File: src/sv/avsd_pkg.sv
package avsd_pkg;

   localparam int SAMPLE_W       = 10;
   localparam int FS_W           = 14;
   localparam int SEL_W          = 8;
   localparam int SEG_W          = 8;
   localparam int DIGIT_W        = 4;
   localparam int MV_W           = 14;
   localparam int ADC_BITS_DEF   = 10;
   localparam int FIFO_DEPTH_DEF = 4;

   localparam logic [FS_W-1:0]  FS_RESET   = 14'd5000;
   localparam logic [MV_W-1:0]  MV_MAX     = 14'd9999;
   localparam logic [SEG_W-1:0] DP_CLEAR   = 8'hfe;
   localparam logic [SEG_W-1:0] SEG_BLANK  = 8'hff;
   localparam logic [SEL_W-1:0] SEL_FIRST  = 8'h80;

   typedef struct packed {
      logic [DIGIT_W-1:0] thousands;
      logic [DIGIT_W-1:0] hundreds;
      logic [DIGIT_W-1:0] tens;
      logic [DIGIT_W-1:0] ones;
   } digits_type;

   typedef struct packed {
      logic [MV_W-1:0]    rem;
      logic [DIGIT_W-1:0] digit;
   } split_type;

   typedef struct packed {
      logic empty;
      logic full;
   } fifo_status_type;

   // One decimal digit: nine parallel compares against multiples of unit.
   // value must stay below 10*unit.
   function automatic split_type split_digit(input logic [MV_W-1:0] value,
                                             input logic [MV_W-1:0] unit);
      split_type       res;
      logic [MV_W-1:0] mult;
      res.digit = '0;
      res.rem   = value;
      for (int k = 1; k < 10; k++) begin
         mult = MV_W'(k) * unit;
         if (value >= mult) begin
            res.digit = DIGIT_W'(k);
            res.rem   = value - mult;
         end
      end
      return res;
   endfunction

   // Active-low segment patterns, bit0 is the decimal point.
   function automatic logic [SEG_W-1:0] seg_of(input logic [DIGIT_W-1:0] d);
      logic [SEG_W-1:0] s;
      case (d)
         4'd0:    s = 8'h03;
         4'd1:    s = 8'h9f;
         4'd2:    s = 8'h25;
         4'd3:    s = 8'h0d;
         4'd4:    s = 8'h99;
         4'd5:    s = 8'h49;
         4'd6:    s = 8'h41;
         4'd7:    s = 8'h1f;
         4'd8:    s = 8'h01;
         4'd9:    s = 8'h09;
         default: s = SEG_BLANK;
      endcase
      return s;
   endfunction

endpackage

File: src/sv/avsd_front.sv
module avsd_front
   import avsd_pkg::*;
#(
   parameter int ADC_BITS = ADC_BITS_DEF
) (
   input  logic                clock,
   input  logic                reset,
   input  logic                in_valid,
   input  logic [SAMPLE_W-1:0] sample,
   input  logic [FS_W-1:0]     full_scale,
   output logic                out_valid,
   output digits_type          out_digits
);

   localparam int EXT_W  = (ADC_BITS > SAMPLE_W) ? ADC_BITS : SAMPLE_W;
   localparam int PROD_W = EXT_W + FS_W;
   localparam int SUM_W  = PROD_W + 1;

   localparam logic [EXT_W-1:0] SAMPLE_MASK = (EXT_W'(1) << ADC_BITS) - EXT_W'(1);
   localparam logic [SUM_W-1:0] ROUND_HALF  = SUM_W'(1) << (ADC_BITS - 1);

   logic [4:0] v_ff, v_in;

   logic [EXT_W-1:0]   masked;
   logic [PROD_W-1:0]  prod_ff, prod_in;
   logic [SUM_W-1:0]   scaled;
   logic [MV_W-1:0]    mv_ff, mv_in;
   split_type          sp3, sp4, sp5;
   logic [DIGIT_W-1:0] thou3_ff, thou4_ff, thou5_ff;
   logic [DIGIT_W-1:0] hund4_ff, hund5_ff;
   logic [DIGIT_W-1:0] tens5_ff, ones5_ff;
   logic [9:0]         rem3_ff;
   logic [6:0]         rem4_ff;

   always_comb begin
      v_in    = {v_ff[3:0], in_valid};
      masked  = EXT_W'(sample) & SAMPLE_MASK;
      prod_in = PROD_W'(masked) * PROD_W'(full_scale);
      scaled  = (SUM_W'(prod_ff) + ROUND_HALF) >> ADC_BITS;
      if (scaled > SUM_W'(MV_MAX)) begin
         mv_in = MV_MAX;
      end else begin
         mv_in = scaled[MV_W-1:0];
      end
      sp3 = split_digit(mv_ff, MV_W'(1000));
      sp4 = split_digit(MV_W'(rem3_ff), MV_W'(100));
      sp5 = split_digit(MV_W'(rem4_ff), MV_W'(10));
   end

   always_ff @(posedge clock) begin
      if (reset) begin
         v_ff <= '0;
      end else begin
         v_ff <= v_in;
      end
   end

   always_ff @(posedge clock) begin
      prod_ff  <= prod_in;
      mv_ff    <= mv_in;
      thou3_ff <= sp3.digit;
      rem3_ff  <= sp3.rem[9:0];
      thou4_ff <= thou3_ff;
      hund4_ff <= sp4.digit;
      rem4_ff  <= sp4.rem[6:0];
      thou5_ff <= thou4_ff;
      hund5_ff <= hund4_ff;
      tens5_ff <= sp5.digit;
      ones5_ff <= sp5.rem[DIGIT_W-1:0];
   end

   assign out_valid            = v_ff[4];
   assign out_digits.thousands = thou5_ff;
   assign out_digits.hundreds  = hund5_ff;
   assign out_digits.tens      = tens5_ff;
   assign out_digits.ones      = ones5_ff;

endmodule

File: src/sv/avsd_fifo.sv
module avsd_fifo
   import avsd_pkg::*;
#(
   parameter int DEPTH = FIFO_DEPTH_DEF
) (
   input  logic            clock,
   input  logic            reset,
   input  logic            push,
   input  digits_type      wr_data,
   input  logic            pop,
   output digits_type      rd_data,
   output fifo_status_type status
);

   localparam int PTR_W = (DEPTH > 1) ? $clog2(DEPTH) : 1;
   localparam int CNT_W = $clog2(DEPTH + 1);
   localparam logic [PTR_W-1:0] PTR_LAST = PTR_W'(DEPTH - 1);

   digits_type       mem_ff [DEPTH];
   logic [PTR_W-1:0] wr_ptr_ff, wr_ptr_in;
   logic [PTR_W-1:0] rd_ptr_ff, rd_ptr_in;
   logic [CNT_W-1:0] count_ff, count_in;

   always_comb begin
      wr_ptr_in = wr_ptr_ff;
      rd_ptr_in = rd_ptr_ff;
      count_in  = count_ff;
      if (push) begin
         wr_ptr_in = (wr_ptr_ff == PTR_LAST) ? '0 : wr_ptr_ff + PTR_W'(1);
      end
      if (pop) begin
         rd_ptr_in = (rd_ptr_ff == PTR_LAST) ? '0 : rd_ptr_ff + PTR_W'(1);
      end
      if (push && !pop) begin
         count_in = count_ff + CNT_W'(1);
      end else if (pop && !push) begin
         count_in = count_ff - CNT_W'(1);
      end
   end

   always_ff @(posedge clock) begin
      if (reset) begin
         wr_ptr_ff <= '0;
         rd_ptr_ff <= '0;
         count_ff  <= '0;
      end else begin
         wr_ptr_ff <= wr_ptr_in;
         rd_ptr_ff <= rd_ptr_in;
         count_ff  <= count_in;
      end
   end

   always_ff @(posedge clock) begin
      if (push) begin
         mem_ff[wr_ptr_ff] <= wr_data;
      end
   end

   assign rd_data      = mem_ff[rd_ptr_ff];
   assign status.empty = (count_ff == '0);
   assign status.full  = (count_ff == CNT_W'(DEPTH));

endmodule

File: src/sv/avsd_back.sv
module avsd_back
   import avsd_pkg::*;
(
   input  logic             clock,
   input  logic             reset,
   input  fifo_status_type  status,
   input  digits_type       rd_data,
   output logic             pop,
   output logic             rsp_valid,
   output logic [SEL_W-1:0] rsp_digit_select,
   output logic [SEG_W-1:0] rsp_segments,
   output logic             rsp_last
);

   localparam logic [1:0] FRAME_THOU = 2'd0;
   localparam logic [1:0] FRAME_HUND = 2'd1;
   localparam logic [1:0] FRAME_TENS = 2'd2;
   localparam logic [1:0] FRAME_ONES = 2'd3;

   logic       active_ff, active_in;
   logic [1:0] frame_ff, frame_in;
   digits_type digits_ff, digits_in;

   logic [DIGIT_W-1:0] cur_digit;
   logic [SEG_W-1:0]   seg;

   always_comb begin
      pop       = !status.empty && (!active_ff || frame_ff == FRAME_ONES);
      active_in = active_ff;
      frame_in  = frame_ff;
      digits_in = digits_ff;
      if (pop) begin
         active_in = 1'b1;
         frame_in  = FRAME_THOU;
         digits_in = rd_data;
      end else if (active_ff) begin
         if (frame_ff == FRAME_ONES) begin
            active_in = 1'b0;
         end else begin
            frame_in = frame_ff + 2'd1;
         end
      end
   end

   always_ff @(posedge clock) begin
      if (reset) begin
         active_ff <= 1'b0;
         frame_ff  <= FRAME_THOU;
      end else begin
         active_ff <= active_in;
         frame_ff  <= frame_in;
      end
   end

   always_ff @(posedge clock) begin
      digits_ff <= digits_in;
   end

   always_comb begin
      case (frame_ff)
         FRAME_THOU: cur_digit = digits_ff.thousands;
         FRAME_HUND: cur_digit = digits_ff.hundreds;
         FRAME_TENS: cur_digit = digits_ff.tens;
         FRAME_ONES: cur_digit = digits_ff.ones;
         default:    cur_digit = digits_ff.ones;
      endcase
      seg = seg_of(cur_digit);
      if (frame_ff == FRAME_THOU) begin
         seg = seg & DP_CLEAR;
      end
   end

   assign rsp_valid        = active_ff;
   assign rsp_digit_select = SEL_FIRST >> frame_ff;
   assign rsp_segments     = seg;
   assign rsp_last         = active_ff && (frame_ff == FRAME_ONES);

endmodule

File: src/sv/adc_voltmeter_seven_segment_frames.sv
// ADC voltmeter to seven-segment display frames.
// Request: pulse start with req_sample while busy is low; the transaction is
//   taken at that edge. busy rises only when the digit queue has no room left
//   for another sample (FIFO_DEPTH samples in flight or waiting).
// Response: each sample gives four frames, thousands digit first, each shown
//   for one cycle with rsp_valid high: one-hot rsp_digit_select (0x80..0x10),
//   active-low rsp_segments (decimal point lit on the first frame) and
//   rsp_last on the fourth. The receiver cannot stall the frames.
// Path: an accepted sample goes through the front pipeline into the digit
//   queue, where it waits until the sequencer takes it and shows its frames.
// Throughput: the frame sequencer drives one frame a cycle, four per sample,
//   and sets the sustained sample rate. Samples may arrive back to back while
//   busy is low; the five-stage front pipeline (multiply, round/saturate, one
//   digit a stage) and the queue absorb bursts of up to FIFO_DEPTH samples.
// Config: csr_we writes full-scale millivolts from csr_wdata; write only
//   when no transaction is in flight.
// Reset: synchronous, clears the pipeline valid flags, queue pointers, credit
//   count and sequencer, and loads full scale with 5000 mV.
module adc_voltmeter_seven_segment_frames
   import avsd_pkg::*;
#(
   parameter int ADC_BITS   = ADC_BITS_DEF,
   parameter int FIFO_DEPTH = FIFO_DEPTH_DEF
) (
   input  logic                clock,
   input  logic                reset,
   input  logic                start,
   output logic                busy,
   input  logic [SAMPLE_W-1:0] req_sample,
   input  logic                csr_we,
   input  logic [FS_W-1:0]     csr_wdata,
   output logic                rsp_valid,
   output logic [SEL_W-1:0]    rsp_digit_select,
   output logic [SEG_W-1:0]    rsp_segments,
   output logic                rsp_last
);

   localparam int CNT_W = $clog2(FIFO_DEPTH + 1);

   logic [FS_W-1:0]  fs_ff, fs_in;
   // samples accepted but not yet handed to the sequencer
   logic [CNT_W-1:0] credit_ff, credit_in;

   logic            accept;
   logic            front_valid;
   digits_type      front_digits;
   digits_type      q_data;
   fifo_status_type q_status;
   logic            q_pop;

   assign accept = start && !busy;
   assign busy   = (credit_ff == CNT_W'(FIFO_DEPTH));

   always_comb begin
      fs_in     = csr_we ? csr_wdata : fs_ff;
      credit_in = credit_ff;
      if (accept && !q_pop) begin
         credit_in = credit_ff + CNT_W'(1);
      end else if (q_pop && !accept) begin
         credit_in = credit_ff - CNT_W'(1);
      end
   end

   always_ff @(posedge clock) begin
      if (reset) begin
         fs_ff     <= FS_RESET;
         credit_ff <= '0;
      end else begin
         fs_ff     <= fs_in;
         credit_ff <= credit_in;
      end
   end

   avsd_front #(
      .ADC_BITS (ADC_BITS)
   ) u_front (
      .clock      (clock),
      .reset      (reset),
      .in_valid   (accept),
      .sample     (req_sample),
      .full_scale (fs_ff),
      .out_valid  (front_valid),
      .out_digits (front_digits)
   );

   avsd_fifo #(
      .DEPTH (FIFO_DEPTH)
   ) u_fifo (
      .clock   (clock),
      .reset   (reset),
      .push    (front_valid),
      .wr_data (front_digits),
      .pop     (q_pop),
      .rd_data (q_data),
      .status  (q_status)
   );

   avsd_back u_back (
      .clock            (clock),
      .reset            (reset),
      .status           (q_status),
      .rd_data          (q_data),
      .pop              (q_pop),
      .rsp_valid        (rsp_valid),
      .rsp_digit_select (rsp_digit_select),
      .rsp_segments     (rsp_segments),
      .rsp_last         (rsp_last)
   );

   // credit never passes the queue depth
   a_credit_bound: assert property (@(posedge clock) disable iff (reset)
      credit_ff <= CNT_W'(FIFO_DEPTH))
      else $error("credit count above queue depth");

   // an accepted transaction holds a credit until its digits are popped
   a_credit_taken: assert property (@(posedge clock) disable iff (reset)
      accept |=> credit_ff != '0)
      else $error("accepted transaction left no credit");

   // frames of one transaction come in consecutive cycles
   a_frames_contig: assert property (@(posedge clock) disable iff (reset)
      rsp_valid && !rsp_last |=> rsp_valid)
      else $error("gap inside a frame group");

   // after the last frame, either idle or a new group starting at the first digit
   a_new_group: assert property (@(posedge clock) disable iff (reset)
      rsp_last |=> !rsp_valid || rsp_digit_select == SEL_FIRST)
      else $error("frame group did not restart at first digit");

   // queue never pushed while full unless popped in the same cycle
   a_no_overflow: assert property (@(posedge clock) disable iff (reset)
      front_valid |-> !q_status.full || q_pop)
      else $error("digit queue overflow");

endmodule

File: config.mk
export PLATFORM = sky130hd
export DESIGN_NAME = adc_voltmeter_seven_segment_frames
export DESIGN_NICKNAME = d
export VERILOG_FILES = /design/src/sv/avsd_pkg.sv /design/src/sv/avsd_front.sv /design/src/sv/avsd_fifo.sv /design/src/sv/avsd_back.sv /design/src/sv/adc_voltmeter_seven_segment_frames.sv
export SDC_FILE = /design/constraint.sdc
export NUM_CORES = 1
export LEC_CHECK = 0
export ABC_AREA = 0
export BUFFER_PORTS_ARGS = -buffer_cell sky130_fd_sc_hd__clkbuf_2
export CAP_MARGIN = 20
export CORE_ASPECT_RATIO = 0.5
export CORE_MARGIN = 5
export CORE_UTILIZATION = 65
export CTS_BUF_LIST = sky130_fd_sc_hd__clkbuf_4
export CTS_CLUSTER_SIZE = 24
export DETAILED_ROUTE_END_ITERATION = 12
export GPL_TIMING_DRIVEN = 0
export PLACE_DENSITY = 0.83
export REMOVE_ABC_BUFFERS = 1
export SYNTH_ARGS = -nofsm -noshare
export SYNTH_HDL_FRONTEND = slang
export SYNTH_SLANG_ARGS = --single-unit
File: constraint.sdc
create_clock -name clock -period 8 [get_ports clock]
set_clock_uncertainty 0.1 [all_clocks]
set_input_delay 0.4 -clock clock [delete_from_list [all_inputs] [get_ports clock]]
set_output_delay 0.4 -clock clock [all_outputs]
set_load 0.01 [all_outputs]
# Word level (Yosys, flattened, before mapping)
# Memory sizes are Yosys's and may differ from the RTL's. A register that Yosys moved wholly into a read port is not among the register bits.
# Index checks and enable logic that the tools add are counted.
[word_totals] register_bits=115 ram_bits=64 romBits=112 inputBits=28 out_inout_bits=19 wordCells=159 mem_count=2
[classes] add_sub_neg=35 mul=1 order_cmp=28 n_eq_ne=6 n_shift=1 n_mux=40 n_bitwise=1 reduce_logical=23
[mem_list] name="(no name shown)" depth=16 width=7 rd=1 rd_ports_with_merged_regs=0 write_ports=0 line="avsd_pkg.sv:56" text="case (d)"
[mem_list] name="u_fifo.mem_ff" depth=4 width=16 rd=1 rd_ports_with_merged_regs=1 write_ports=1 line="avsd_fifo.sv:19" text="digits_type mem_ff [DEPTH];"
[ops] operator="$mux 14" count=9
[ops] operator="$mux 11" count=9
[ops] operator="$sub 10x10->10 const B" count=9
[ops] operator="$mux 8" count=9
[ops] operator="$ge 14x13->1 const B" count=4
[ops] operator="$ge 10x10->1 const B" count=4
[ops] operator="$ge 10x9->1 const B" count=3
[ops] operator="$ge 14x12->1 const B" count=2
[ops] operator="$sub 7x7->7 const B" count=4
[ops] operator="$add 24x10->25 const B" count=1
[ops] operator="$mul 10x14->24" count=1
[ops] operator="$ge 7x6->1 const B" count=3
[ops] operator="$ge 7x7->1 const B" count=3
[ops] operator="$sub 7x6->7 const B" count=3
[ops] operator="$sub 4x4->4 const B" count=5
[ops] operator="$pmux 4 s4" count=1
[ops] operator="$gt 15x14->1 const B" count=1
[ops] operator="$ge 14x10->1 const B" count=1
[ops] operator="$ge 14x11->1 const B" count=1
[ops] operator="$ge 14x14->1 const B" count=1
[ops] operator="$ge 7x5->1 const B" count=2
[ops] operator="$mux 3" count=4
[ops] operator="$ge 10x7->1 const B" count=1
[ops] operator="$ge 10x8->1 const B" count=1
[ops] operator="24 further kinds" count=53

# Depth between registers and ports, before layout
[logic_depth] word_depth=10 ltp_mapped=21 depth_no_buf=20

# Modules after synthesis
# From an unflattened synthesis, not the netlist that was laid out.
[hier_totals] cells_unflattened=1327 hier_area_um2=13465.4
[by_module_without_submodules] module="avsd_front" n_inst=1 cells_each=1058 area_each_um2=9044.9 seq_area_each_um2=1581.5
[by_module_without_submodules] module="avsd_fifo" n_inst=1 cells_each=128 area_each_um2=2786.4 seq_area_each_um2=2102.0
[by_module_without_submodules] module="avsd_back" n_inst=1 cells_each=78 area_each_um2=964.7 seq_area_each_um2=540.5
[by_module_without_submodules] module="adc_voltmeter_seven_segment_frames" n_inst=1 cells_each=63 area_each_um2=669.4 seq_area_each_um2=340.3

# Worst setup path before layout
# OpenSTA, ideal clock, no wires.
[synth_path] path_kind="input to register" start="input port req_sample[2]" end="register u_front.prod_ff[15]" setup_time_ps=72 arrival_time_ps=5075 setup_slack_ps=2753 path_stages=21 n_path_buf=1 cell_sequence="clkbuf_1 > nand2_1 > fa_1 > inv_1 > fa_1 > inv_1 > fa_1 > inv_1 > fa_1 > inv_1 > fa_1 > inv_1 > ha_1 > nand3_1 > a31oi_1 > o21ai_1 > a31oi_1 > or2_2 > o31a_1 > a21oi_1 > xnor2_1"
[synth_via] elab_chain_cells=1
[synth_rtl] item="from (decl)" line="adc_voltmeter_seven_segment_frames.sv:29" text="input logic [SAMPLE_W-1:0] req_sample,"
[synth_rtl] item="$mul 10x14->24" line="avsd_front.sv:38" text="prod_in = PROD_W'(masked) * PROD_W'(full_scale);"
[synth_rtl] item="named net u_front.prod_in[15]" line="avsd_front.sv:25" text="logic [PROD_W-1:0] prod_ff, prod_in;"
[synth_rtl] item="to (signal assigned)" line="avsd_front.sv:59" text="prod_ff <= prod_in;"
[synth_rtl] item="to (decl)" line="avsd_front.sv:25"
# The timed path passes the listed nets, and every way through them passes these cells.
# A chain may end at the register's enable or synchronous reset.

# Final worst setup path
[layout_path] start="register fs_ff[5]" end="register u_front.prod_ff[18]"
[layout_via] elab_chain_cells=1
[layout_rtl] item="from (decl)" line="adc_voltmeter_seven_segment_frames.sv:40" text="logic [FS_W-1:0] fs_ff, fs_in;"
[layout_rtl] item="from (signal assigned)" line="adc_voltmeter_seven_segment_frames.sv:69" text="fs_ff <= fs_in;"
[layout_rtl] item="$mul 10x14->24" line="avsd_front.sv:38"
[layout_rtl] item="named net u_front.prod_in[18]" line="avsd_front.sv:25"
# The timed path passes the listed nets, and every way through them passes these cells.

==> run metrics <==
gr usage total 0.260; detailed-route via count 10100; clock root buffer clkbuf_4; fin crit period 5920 ps; Worst-path clk slew 190 ps; worst-path fanout max 11; Post-synth EDFFs 80; DRC Markers 0; Setup WS pre-CTS 2160 ps; final slew viol count 0; clk buf depth 2; Post-DP Area 13700 sq um; antenna violations before repair 1; Wirelength per Cell 17.5 um; setup TNS 0 ps; largest net degree at the start of global routing 33; sequential area share after synthesis 0.337; Pre-antenna DRT Iters 6; RSZ-0062 raised after global routing no; Final Hold Vio Count 0; Critical Setup Path Class register to register; PwrDens 372 nW/um^2; slew margin rel. 0.193; Initial Utilization 0.657; H-tree depth 4; Crit path largest cell delay 700 ps; TritonCTS clock tree yes; final worst setup slack 2080 ps; fin util 0.693; Die X-Extent 213 um; synthesized area 13400 sq um; path type of the worst min-delay path input port to register; Post-Route WL 29200 um; die footprint 23800 sq um; synthesized area per cell 9.80 sq um; Reg2Reg Setup Slack 2080 ps; Seq cells post-synth 186; num ports 47; fin nets 1620; critical path's slowest cell dfxtp_1; status completed; Die Ht 112 um; worst-path cell chain nand2_1 -> fa_1 -> inv_1 -> fa_1 -> inv_1 -> fa_1 -> inv_1 -> fa_1 -> inv_1 -> fa_1 -> inv_1 -> ha_1 -> nand3_1 -> a31oi_1 -> o21ai_1 -> a21boi_0 -> o21ai_0 -> nand2_1 -> a21oi_1 -> xnor2_1; total gr overflow 0; First DRT Iteration DRCs 1117; Num Clock Sinks 186; Critical Path Start Type register; share of layout cells above drive strength 1 0.0795; first-pass GRT wire length 50300 um; VDD IR-drop max 0.210 mV; DP Wirelength 21600 um; Worst-Margin Slew 1210 ps; Comb power frac 0.582; RePlAce Congestion 0.960; net switching power 2.49 mW; Layout area overhead 5.43%; period utilization 0.740; Vias/cell 6.03; number of fill cells in the layout 1520; Reg power frac 0.324; total number of yosys warnings 0; clock share of power 0.094; final instance area 14100 sq um; ys flop type dfxtp_1; MaxCap Viol Count 0; distinct cell type count after synthesis 81; CP arrival 6340 ps; achievable clock frequency 169 MHz; Syn Inst Count 1370; Sw Ratio 0.474; Setup crit end kind register; Post-synth ARST share 0; Int Pwr 2.77 mW; TritonCTS buffer count 17; Core Box Area 20400 sq um; post-route ant nets 0; setup violators final 0; P_leak 6.17 nW; CP required 8420 ps; Skew-Pair Late Insertion Delay 620 ps; # rows 37; vias in the first global route 10500; I/O Buffers 42
==> cell usage in the layout (no fill, tap or decap), drive strengths merged, types with 7 or more instances in the layout <==
cell and count:
nor2b 16, nor3 19, dlygate4sd3 14, and3 7, nand2 155, fa 95
xor2 15, xnor2 30, dfxtp 106, o211ai 7, clkinv 7, o21a 11
a211o 8, nand2b 9, a211oi 9, a21oi 72, mux2i 16, ha 113
a31oi 19, nand3 28, edfxtp 80, o21ai 55, nor2 77, and2 70
inv 154, a21o 10, clkbuf 60, mux4 16
==> routing by layer <==
layer	GRT usage	part of all wire
met3	0.0546	0.068
met2	0.446	0.50
met1	0.327	0.40
met4	0.0948	0.028
met5	0	0
==> state kept, by name, indices dropped and copies added (netlist names) <==
name and count:
u_front.hund5_ff 4, u_front.thou3_ff 4, u_front.hund4_ff 4, u_fifo.wr_ptr_ff 2, credit_ff 3, u_front.tens5_ff 4, u_front.rem4_ff 7, u_back.frame_ff 2
u_back.digits_ff 16, u_front.thou4_ff 4, u_front.prod_ff 15, u_front.mv_ff 14, u_front.ones5_ff 4, u_front.rem3_ff 10, u_fifo.count_ff 3, u_fifo.rd_ptr_ff 2
u_back.rsp_valid 1, u_front.thou5_ff 4, u_fifo.mem_ff 64, u_front.v_ff 5, fs_ff 14
==> stage by stage <==
stage,total power [mW],hold slack (ps),cells
floorplan,3.92,210,1307
global placement,4.58,213,1622
detailed placement,4.71,213,1623
CTS,5.23,4.54,1669
global route,5.76,29.3,1671
finish,5.26,67.3,1671
==> logic make-up after synthesis <==
| family | after synthesis | synth area share |
|---|---|---|
| adders and majority gates | 208 | 0.247 |
| and+or+nand+nor | 416 | 0.151 |
| DFF | 186 | 0.337 |
| buffers and inverters | 216 | 0.0629 |
| muxes | 34 | 0.0405 |
| other | 1 | 0.000279 |
| AOI/OAI and AO/OA | 264 | 0.132 |
| xor gates and xnor gates | 45 | 0.0294 |
==> cells in the mapped netlist (all sizes together) (7+ instances only) <==
master,n,area [sq um]
a211o,8,70.1
a211oi,9,67.6
a21o,10,75.1
a21oi,72,360
a31oi,19,140
and2,70,438
and3,7,43.8
buf,15,88.8
clkbuf,51,193
dfxtp,106,2120
edfxtp,80,2400
fa,95,1900
ha,113,1410
inv,148,556
mux2i,16,160
mux4,16,360
nand2,155,582
nand2b,9,56.3
nand3,28,145
nor2,77,297
nor2b,16,100
nor3,19,106
o211ai,7,52.6
o21a,11,82.6
o21ai,55,283
xnor2,30,263
xor2,15,131
==> power by group through the flow <==
stage	clock (mW)	combinational [mW]	sequential, mW
floorplan	0	2.32	1.60
global placement	0	2.87	1.71
detailed placement	0	2.99	1.72
CTS	0.506	3.03	1.69
global route	0.551	3.46	1.75
finish	0.493	3.06	1.71
==> timing repair <==
item                      CTS  global route
hold buffers               14             0
resized for setup           0             0
setup buffers               0             0
hold endpoints to repair   14             0
==> area by class of cell <==
cell class                      instances  area, sq um  share of cell area
Antenna cell                            1         2.50            0.000177
Clock inverter                         14          134             0.00946
Multi-Input combinational cell        971         8060               0.570
Timing Repair Buffer                   58          385              0.0272
Sequential cell                       186         4520               0.320
Tap cell                              273          342              0.0241
Inverter                              150          563              0.0398
Clock buffer                           18          135             0.00955
==> final timing paths <==
| kind | cells past startpoint | from | endpoint |
|---|---|---|---|
| worst min-delay path | 3 | start | u_front.v_ff[0] |
| worst min register to register | 0 | u_front.hund4_ff[0] | u_front.hund5_ff[0] |
| worst max-delay path | 20 | fs_ff[5] | u_front.prod_ff[18] |
| worst max register to register | 20 | fs_ff[5] | u_front.prod_ff[18] |
==> worst max-delay path, delay by kind of cell (launching register included) <==
family / cells / cell delay, ps
DFF: 1 / 700
adders and majority gates: 6 / 2900
xor gates and xnor gates: 1 / 180
buffers and inverters: 5 / 260
and+or+nand+nor: 3 / 420
AOI/OAI and AO/OA: 5 / 1250
No activity file was read; power rests on OpenSTA's default activity.
